**src/rtl/core/olde_pkg.sv**
```systemverilog
// Shared types, codes and constants for the ordered list delete engine.
package olde_pkg;

    // Default store depth
    localparam int CAPACITY_DEF = 64;

    // Field widths
    localparam int OPC_W = 2;
    localparam int VAL_W = 32;
    localparam int POS_W = 8;
    localparam int STS_W = 3;
    localparam int CNT_W = 7;

    // Opcodes
    localparam logic [OPC_W-1:0] OP_APPEND  = 2'd0;
    localparam logic [OPC_W-1:0] OP_DEL_VAL = 2'd1;
    localparam logic [OPC_W-1:0] OP_DEL_POS = 2'd2;

    // Status codes
    localparam logic [STS_W-1:0] ST_APPENDED     = 3'd0;
    localparam logic [STS_W-1:0] ST_DELETED      = 3'd1;
    localparam logic [STS_W-1:0] ST_EMPTY        = 3'd2;
    localparam logic [STS_W-1:0] ST_NOT_FOUND    = 3'd3;
    localparam logic [STS_W-1:0] ST_INVALID      = 3'd4;
    localparam logic [STS_W-1:0] ST_OUT_OF_RANGE = 3'd5;
    localparam logic [STS_W-1:0] ST_FULL         = 3'd6;

    // Request payload
    typedef struct packed {
        logic [OPC_W-1:0]        opcode;
        logic signed [VAL_W-1:0] value;
        logic [POS_W-1:0]        position;
    } req_t;

    // Response payload
    typedef struct packed {
        logic [STS_W-1:0] status;
        logic [CNT_W-1:0] count;
    } rsp_t;

    // Engine completion toward the output register
    typedef struct packed {
        logic valid;
        rsp_t rsp;
    } done_t;

    // Sequencer states
    typedef enum logic [2:0] {
        S_IDLE,
        S_DECODE,
        S_SRCH_RD,
        S_SRCH_CMP,
        S_SHIFT_RD,
        S_SHIFT_WR,
        S_FINISH
    } state_t;

endpackage

```
**src/rtl/core/olde_engine.sv**
```systemverilog
// List store and sequencer: append, search by value and shift-down delete.
module olde_engine #(
    parameter int CAPACITY = olde_pkg::CAPACITY_DEF
) (
    input  logic            clk,
    input  logic            rst_n,
    input  logic            start,
    input  olde_pkg::req_t  req,
    input  logic            rsp_free,
    output logic            busy,
    output olde_pkg::done_t done
);

    localparam int CW = $clog2(CAPACITY + 1);
    localparam int AW = $clog2(CAPACITY);

    // Entry store, one write and one registered read per cycle
    logic [olde_pkg::VAL_W-1:0] mem [CAPACITY];
    logic [olde_pkg::VAL_W-1:0] rd_data_reg;
    logic                       wr_en;
    logic [AW-1:0]              wr_addr;
    logic [olde_pkg::VAL_W-1:0] wr_data;
    logic [AW-1:0]              rd_addr;

    olde_pkg::state_t state_reg, state_next;
    logic [CW-1:0] count_reg, count_next;
    logic [CW-1:0] idx_reg, idx_next;
    logic [CW-1:0] idx_inc;
    logic [olde_pkg::OPC_W-1:0] op_reg;
    logic [olde_pkg::VAL_W-1:0] val_reg;
    logic [olde_pkg::POS_W-1:0] pos_reg;
    logic [olde_pkg::STS_W-1:0] status_reg, status_next;
    logic full;
    logic empty;
    logic pos_bad;
    logic pos_high;
    logic hit;
    logic last_srch;
    logic more_shift;

    // Shared compare and increment unit
    assign idx_inc    = idx_reg + CW'(1);
    assign full       = (count_reg >= CW'(CAPACITY));
    assign empty      = (count_reg == '0);
    assign pos_bad    = empty || (pos_reg == '0);
    assign pos_high   = ({1'b0, pos_reg} > 9'(count_reg));
    assign hit        = (rd_data_reg == val_reg);
    assign last_srch  = (idx_inc >= count_reg);
    assign more_shift = (idx_inc < count_reg);

    // Store access
    always_ff @(posedge clk)
    begin
        if (wr_en)
        begin
            mem[wr_addr] <= wr_data;
        end
        rd_data_reg <= mem[rd_addr];
    end

    // Control registers
    always_ff @(posedge clk or negedge rst_n)
    begin
        if (!rst_n)
        begin
            state_reg <= olde_pkg::S_IDLE;
            count_reg <= '0;
        end
        else
        begin
            state_reg <= state_next;
            count_reg <= count_next;
        end
    end

    // Working registers
    always_ff @(posedge clk)
    begin
        if (state_reg == olde_pkg::S_IDLE && start)
        begin
            op_reg  <= req.opcode;
            val_reg <= req.value;
            pos_reg <= req.position;
        end
        idx_reg    <= idx_next;
        status_reg <= status_next;
    end

    // Next state
    always_comb
    begin
        state_next = state_reg;
        case (state_reg)
            olde_pkg::S_IDLE:
            begin
                if (start)
                begin
                    state_next = olde_pkg::S_DECODE;
                end
            end
            olde_pkg::S_DECODE:
            begin
                case (op_reg)
                    olde_pkg::OP_DEL_VAL:
                        state_next = empty ? olde_pkg::S_FINISH : olde_pkg::S_SRCH_RD;
                    olde_pkg::OP_DEL_POS:
                        state_next = (pos_bad || pos_high) ? olde_pkg::S_FINISH
                                                           : olde_pkg::S_SHIFT_RD;
                    default:
                        state_next = olde_pkg::S_FINISH;
                endcase
            end
            olde_pkg::S_SRCH_RD:
                state_next = olde_pkg::S_SRCH_CMP;
            olde_pkg::S_SRCH_CMP:
            begin
                if (hit)
                begin
                    state_next = olde_pkg::S_SHIFT_RD;
                end
                else if (last_srch)
                begin
                    state_next = olde_pkg::S_FINISH;
                end
                else
                begin
                    state_next = olde_pkg::S_SRCH_RD;
                end
            end
            olde_pkg::S_SHIFT_RD:
                state_next = more_shift ? olde_pkg::S_SHIFT_WR : olde_pkg::S_FINISH;
            olde_pkg::S_SHIFT_WR:
                state_next = olde_pkg::S_SHIFT_RD;
            olde_pkg::S_FINISH:
            begin
                if (rsp_free)
                begin
                    state_next = olde_pkg::S_IDLE;
                end
            end
            default:
                state_next = olde_pkg::S_IDLE;
        endcase
    end

    // Datapath controls and outputs
    always_comb
    begin
        wr_en       = 1'b0;
        wr_addr     = idx_reg[AW-1:0];
        wr_data     = rd_data_reg;
        rd_addr     = idx_reg[AW-1:0];
        idx_next    = idx_reg;
        count_next  = count_reg;
        status_next = status_reg;
        case (state_reg)
            olde_pkg::S_DECODE:
            begin
                case (op_reg)
                    olde_pkg::OP_APPEND:
                    begin
                        if (full)
                        begin
                            status_next = olde_pkg::ST_FULL;
                        end
                        else
                        begin
                            wr_en       = 1'b1;
                            wr_addr     = count_reg[AW-1:0];
                            wr_data     = val_reg;
                            count_next  = count_reg + CW'(1);
                            status_next = olde_pkg::ST_APPENDED;
                        end
                    end
                    olde_pkg::OP_DEL_VAL:
                    begin
                        idx_next    = '0;
                        status_next = olde_pkg::ST_EMPTY;
                    end
                    olde_pkg::OP_DEL_POS:
                    begin
                        idx_next = CW'(pos_reg - 8'd1);
                        if (pos_bad)
                        begin
                            status_next = olde_pkg::ST_INVALID;
                        end
                        else if (pos_high)
                        begin
                            status_next = olde_pkg::ST_OUT_OF_RANGE;
                        end
                    end
                    default:
                        status_next = olde_pkg::ST_INVALID;
                endcase
            end
            olde_pkg::S_SRCH_CMP:
            begin
                if (!hit)
                begin
                    idx_next    = idx_inc;
                    status_next = olde_pkg::ST_NOT_FOUND;
                end
            end
            olde_pkg::S_SHIFT_RD:
            begin
                // Fetch the next entry, or close out the delete at the tail
                rd_addr = idx_inc[AW-1:0];
                if (!more_shift)
                begin
                    count_next  = count_reg - CW'(1);
                    status_next = olde_pkg::ST_DELETED;
                end
            end
            olde_pkg::S_SHIFT_WR:
            begin
                wr_en    = 1'b1;
                idx_next = idx_inc;
            end
            default:
            begin
            end
        endcase
    end

    assign busy            = (state_reg != olde_pkg::S_IDLE);
    assign done.valid      = (state_reg == olde_pkg::S_FINISH) && rsp_free;
    assign done.rsp.status = status_reg;
    assign done.rsp.count  = olde_pkg::CNT_W'(count_reg);

endmodule

```
**src/rtl/core/ordered_list_delete_engine_core.sv**
```systemverilog
// Top level of the ordered list delete engine: request intake and response register.
//
// Usage:
//   Request channel (req_valid, req_stall, req) carries opcode, value and
//   position. A request is taken at a rising edge with req_valid high and
//   req_stall low. One request is worked on at a time; req_stall stays high
//   from the cycle after acceptance until the sequencer returns to idle.
//   Response channel (rsp_valid, rsp_stall, rsp) gives one status and the
//   new entry count per request, held in an output register.
//   Append and all rejected requests pass through decode and finish; the
//   sequencer is idle again, able to take the next request, once their
//   response enters the output register. Delete by value reads and
//   compares each entry scanned, then reads and writes each entry moved
//   down; delete by position only moves entries down.
//   Reset clears the entry count and sequencer; store contents are not
//   cleared, since only entries below the count are ever used.
//   A stalled response holds in the output register; a finished request
//   waits in the sequencer until the register frees, and a new request
//   can be taken while the previous response still waits.
module ordered_list_delete_engine_core #(
    parameter int CAPACITY = olde_pkg::CAPACITY_DEF
) (
    input  logic           clk,
    input  logic           rst_n,
    input  logic           req_valid,
    output logic           req_stall,
    input  olde_pkg::req_t req,
    output logic           rsp_valid,
    input  logic           rsp_stall,
    output olde_pkg::rsp_t rsp
);

    logic            busy;
    logic            rsp_free;
    logic            start;
    olde_pkg::done_t done;
    logic            rsp_valid_reg, rsp_valid_next;
    olde_pkg::rsp_t  rsp_reg;

    assign req_stall = busy;
    assign start     = req_valid && !busy;
    assign rsp_free  = !rsp_valid_reg || !rsp_stall;

    olde_engine #(
        .CAPACITY (CAPACITY)
    ) u_engine (
        .clk      (clk),
        .rst_n    (rst_n),
        .start    (start),
        .req      (req),
        .rsp_free (rsp_free),
        .busy     (busy),
        .done     (done)
    );

    // Response register
    always_comb
    begin
        rsp_valid_next = done.valid || (rsp_valid_reg && rsp_stall);
    end

    always_ff @(posedge clk or negedge rst_n)
    begin
        if (!rst_n)
        begin
            rsp_valid_reg <= 1'b0;
        end
        else
        begin
            rsp_valid_reg <= rsp_valid_next;
        end
    end

    always_ff @(posedge clk)
    begin
        if (done.valid)
        begin
            rsp_reg <= done.rsp;
        end
    end

    assign rsp_valid = rsp_valid_reg;
    assign rsp       = rsp_reg;

`ifndef SYNTH
    // An accepted request keeps the intake closed in the next cycle
    a_busy_after_take: assert property (@(posedge clk) disable iff (!rst_n)
        (req_valid && !req_stall) |=> req_stall)
        else $error("intake open right after a request was taken");

    // A finished request never overwrites a waiting response
    a_no_overwrite: assert property (@(posedge clk) disable iff (!rst_n)
        done.valid |-> (!rsp_valid_reg || !rsp_stall))
        else $error("response register overwritten while stalled");

    // Reported count never exceeds the store depth
    a_count_bound: assert property (@(posedge clk) disable iff (!rst_n)
        rsp_valid |-> (32'(rsp.count) <= CAPACITY))
        else $error("count above capacity");
`endif

endmodule

```
**config.mk**
```make
export PLATFORM = sky130hd
export DESIGN_NAME = ordered_list_delete_engine_core
export DESIGN_NICKNAME = d
export VERILOG_FILES = /design/src/rtl/core/olde_pkg.sv /design/src/rtl/core/olde_engine.sv /design/src/rtl/core/ordered_list_delete_engine_core.sv
export SDC_FILE = /design/constraint.sdc
export NUM_CORES = 2
export LEC_CHECK = 0
export BUFFER_PORTS_ARGS = -buffer_cell sky130_fd_sc_hd__buf_4
export CORE_ASPECT_RATIO = 0.8
export CORE_UTILIZATION = 25
export DETAILED_ROUTE_END_ITERATION = 12
export GPL_TIMING_DRIVEN = 0
export PLACE_DENSITY = 0.36
export REMOVE_ABC_BUFFERS = 1
export SLEW_MARGIN = 25
export SYNTH_ARGS = -nofsm -noshare
export SYNTH_HDL_FRONTEND = slang
export SYNTH_SLANG_ARGS = --single-unit
```
**constraint.sdc**
```tcl
create_clock -name clk -period 4.5 [get_ports clk]
set_input_delay 0.45 -clock clk [delete_from_list [all_inputs] [get_ports clk]]
set_output_delay 0.45 -clock clk [all_outputs]
set_load 0.01 [all_outputs]
```
==> metrics.md <==
| Metric | Value |
|---|---|
| Syn Area/Cell | between 15 and 20 µm² |
| Htree depth | 4 |
| Yosys reg bits | between 2000 and 2500 |
| Synth area leaders | edfxtp_1 79%, o22ai_1 6.2%, nor3_1 1.8%, nor4_1 1.2%, o221ai_1 1.2% |
| Gr usage total | 17.08% |
| CTS buffer count | around 230 |
| Routed WL | 280700 µm |
| Worst hold start | req[13] |
| Metal-1 WL | approximately 140000 µm |
| CTS tree | yes |
| Initial Util | 25.15% |
| Final core utilization | 31.80% |
| RSZ-0062 raised after global routing | false |
| Vias in the first global route | ~47000 |
| CP Buf/Inv Count | 9 |
| LEAKAGE | 31.10 nW |
| EDFF count, synth | 2110 |
| Critical path, cell by cell | buf_8 > ha_4 > or4b_4 > a2bb2oi_4 > buf_16 > buf_16 > buf_16 > buf_8 > buf_16 > buf_16 > buf_16 > buf_16 > o22ai_1 > nor3_1 > nor4_1 > nor4_1 |
| Prevailing post-synth register cell | edfxtp_1 |
| Area growth syn-to-layout | 26.43% |
| Multi-input gate area | around 0.015 mm² |
| Die H | 507.8 µm |
| Design Area, Final | 0.1011 mm² |
| Async set-reset flop share out of synthesis | 0.5109% |
| Int Power | around 44 mW |
| Cells after Synth | between 4000 and 5000 |
| Die footprint | 0.3220 mm² |
| Warnings, synthesis | 0 |
| Pwr Density | 658.2 mW/mm² |
| Setup CP Type | reg -> reg |
| Commonest cells post-synth | 2110 x edfxtp_1, 786 x o22ai_1, 293 x nor3_1 |
| Slew HR | 25.18% |
| DRT Pass-1 Iters | 5 |
| Switching share of power | 34.04% |
| Fin crit share | between 90% and 100% |
| Setup violations, final | 0 |
| Cell area after synthesis | 0.07994 mm² |
| Critical Path AT | 5.14 ns |
| Clk_lat worst skew | approximately 0.9 ns |
| Synth top area share | 79.26% |
| CP dominant cell by count | buf_16 |
| Slew @ Worst Pin | roughly 1.1 ns |
| Core area | 0.3178 mm² |
| Layout cell share with drive strength beyond 1 | a little under a fifth |
| Sequential area share after synthesis | roughly four fifths |
| Worst path top cell family by delay | buffers and inverters |
| FF+latch area | around 0.064 mm² |
| Clock Tree Buf Depth | 4 |
| Clock share of power | 27.6% |
| Top-count cell post-synth | edfxtp_1 |
| Routed wl met2 | 124600 µm |
| Place WS | -2.302 ns |
| Final HPWL DP | 184500 µm |
| Post-route DRC | 0 |
| Worst path slowest cell | nor4_1 |
| Clk sinks | 2153 |
| Worst r2r src | u_engine.idx_reg[1] |
| Input/output buffers | 57 |
| Worst setup path startpoint | u_engine.idx_reg[1] |
| Flop pwr share | 39.2% |
| Tmin final | 4.372 ns |
| Top layer in use | met4 |
| DIE WIDTH | 634.2 µm |
| Peak VDD IR | 0.0002974 V |
| Fmax | ~230 MHz |
| Fin. max-slew vios | 0 |
| Crit-path max cell delay | ~0.75 ns |
| Detailed router's first-iteration violation count | approximately 4700 |
| Placement-stage cell area | 0.09304 mm² |
| Overflow after GRT | 0 |
| Post-DRT Antenna Nets | 0 |
| CTS Root Cell | clkbuf_16 |
| Distinct cells, synth | 63 |
| Setup Skew | 0.1000 ns |
| Fill count | just over 30000 |
| CP max FO | 18 |
| Antenna violations before repair | 5 |
| Max-cap violations | 0 |
| Post-synth top area cell | edfxtp_1 |
| Crit end category | register |
| Routed vias | 47310 |
| Metal3 WL | 12970 µm |
| WP data required | roughly 5.3 ns |
| Drt via density | 4.986 |
| Setup TNS | 0 ns |
| Final Worst Setup Slack | between 0.1 and 0.15 ns |
| Fin. Hold Viols | 0 |
| Io pins | 58 |
| Status | complete, no violations |
| Standard-cell rows | 185 |
| Hold slack | 0.2447 ns |
| Worst setup SP type | register |
| Gate power share | 33.2% |
| Gpl congestion | 0.7053 |
| DR WL/cell | a little under 30 µm |
| First-pass GRT wire length | 388700 µm |
| Nets | 5167 |
| Sw Pwr | around 23 mW |
| Largest net degree at the start of global routing | 65 |
| Max reg flops | between 2000 and 2500 |
| HP Class | in -> reg |
| Clk pin slew, worst setup/hold paths | 0.06 ns |
-- metal layers --
metal / vias to the layer above / GRT usage, %
met4: 0 / 3.636
met5: - / 0
li1: 20460 / -
met1: 25210 / 25.88
met3: 305 / 1.953
met2: 1331 / 26.14
-- cell usage in the layout, fill, tap and decap left out, drive strengths merged, types with 34 or more instances in the layout --
master and instances:
edfxtp 2110, o22ai 786, buf 428, clkbuf 306, nor3 293, nor2 178
nor4 165, a21oi 113, o221ai 109, or4 93, o21ai 87, clkinv 83
dlygate4sd3 46, xor2 42, mux2 39, o31ai 38, nand2 34
-- final cells by class --
| type | instances | area share [%] |
|---|---|---|
| Clock inverter | 105 | 0.9025 |
| Clock buffer | 305 | 6.072 |
| Tap cell | 4207 | 5.208 |
| Sequential cell | 2153 | 63.60 |
| Inverter | 23 | 0.09656 |
| Antenna cell | 6 | 0.01486 |
| Timing Repair Buffer | 475 | 8.824 |
| Multi-Input combinational cell | 2213 | 15.28 |
-- final timing paths --
path | to | slack [ns] | cells past startpoint
max | u_engine.rd_data_reg[15] | 0.13 | 16
min in group asynchronous | rsp_valid | 0.69 | 3
max reg2reg | u_engine.rd_data_reg[15] | 0.13 | 16
min reg2reg | rsp[7] | 0.42 | 0
min | u_engine.val_reg[5] | 0.24 | 2
max in group asynchronous | u_engine.state_reg[2] | 3.39 | 3
-- power by group through the flow --
stage	clock network, mW	logic [mW]	registers [mW]
floorplan	0	9.68	26.4
global placement	0	12.1	26.7
detailed placement	0	21.8	26.6
CTS	18.8	22.3	26.1
global route	19.5	23.6	26.1
finish	18.4	22.1	26.1
-- through the flow --
step	std cells	power, mW
after detailed placement	8999	48.31
final	9487	66.53
after CTS	9474	67.19
after floorplan	4386	36.03
after global placement	8650	38.75
after global routing	9483	69.21
-- logic make-up after synthesis --
kind of cell | count (synthesis) | share of synthesized area (%)
adder cells (fa/ha/maj) | 27 | 0.4320
multiplexers | 76 | 1.122
buffers and inverters | 355 | 1.908
flip-flops | 2153 | 80.41
XOR/XNOR | 48 | 0.5259
AO/OA/AOI/OAI | 1238 | 10.08
AND/OR/NAND/NOR | 821 | 5.518
-- repair_timing --
action / 4_1_cts / 5_1_grt
endpoints found under the setup margin: 32 / 32
gates cloned: 3 / 0
resized for setup: 33 / 11
pin swaps: 6 / 2
buffers inserted: 16 / 7
endpoints found under the hold margin: 55 / 0
hold buffers: 46 / 0
Note: power is estimated with default switching activity, not from simulation.
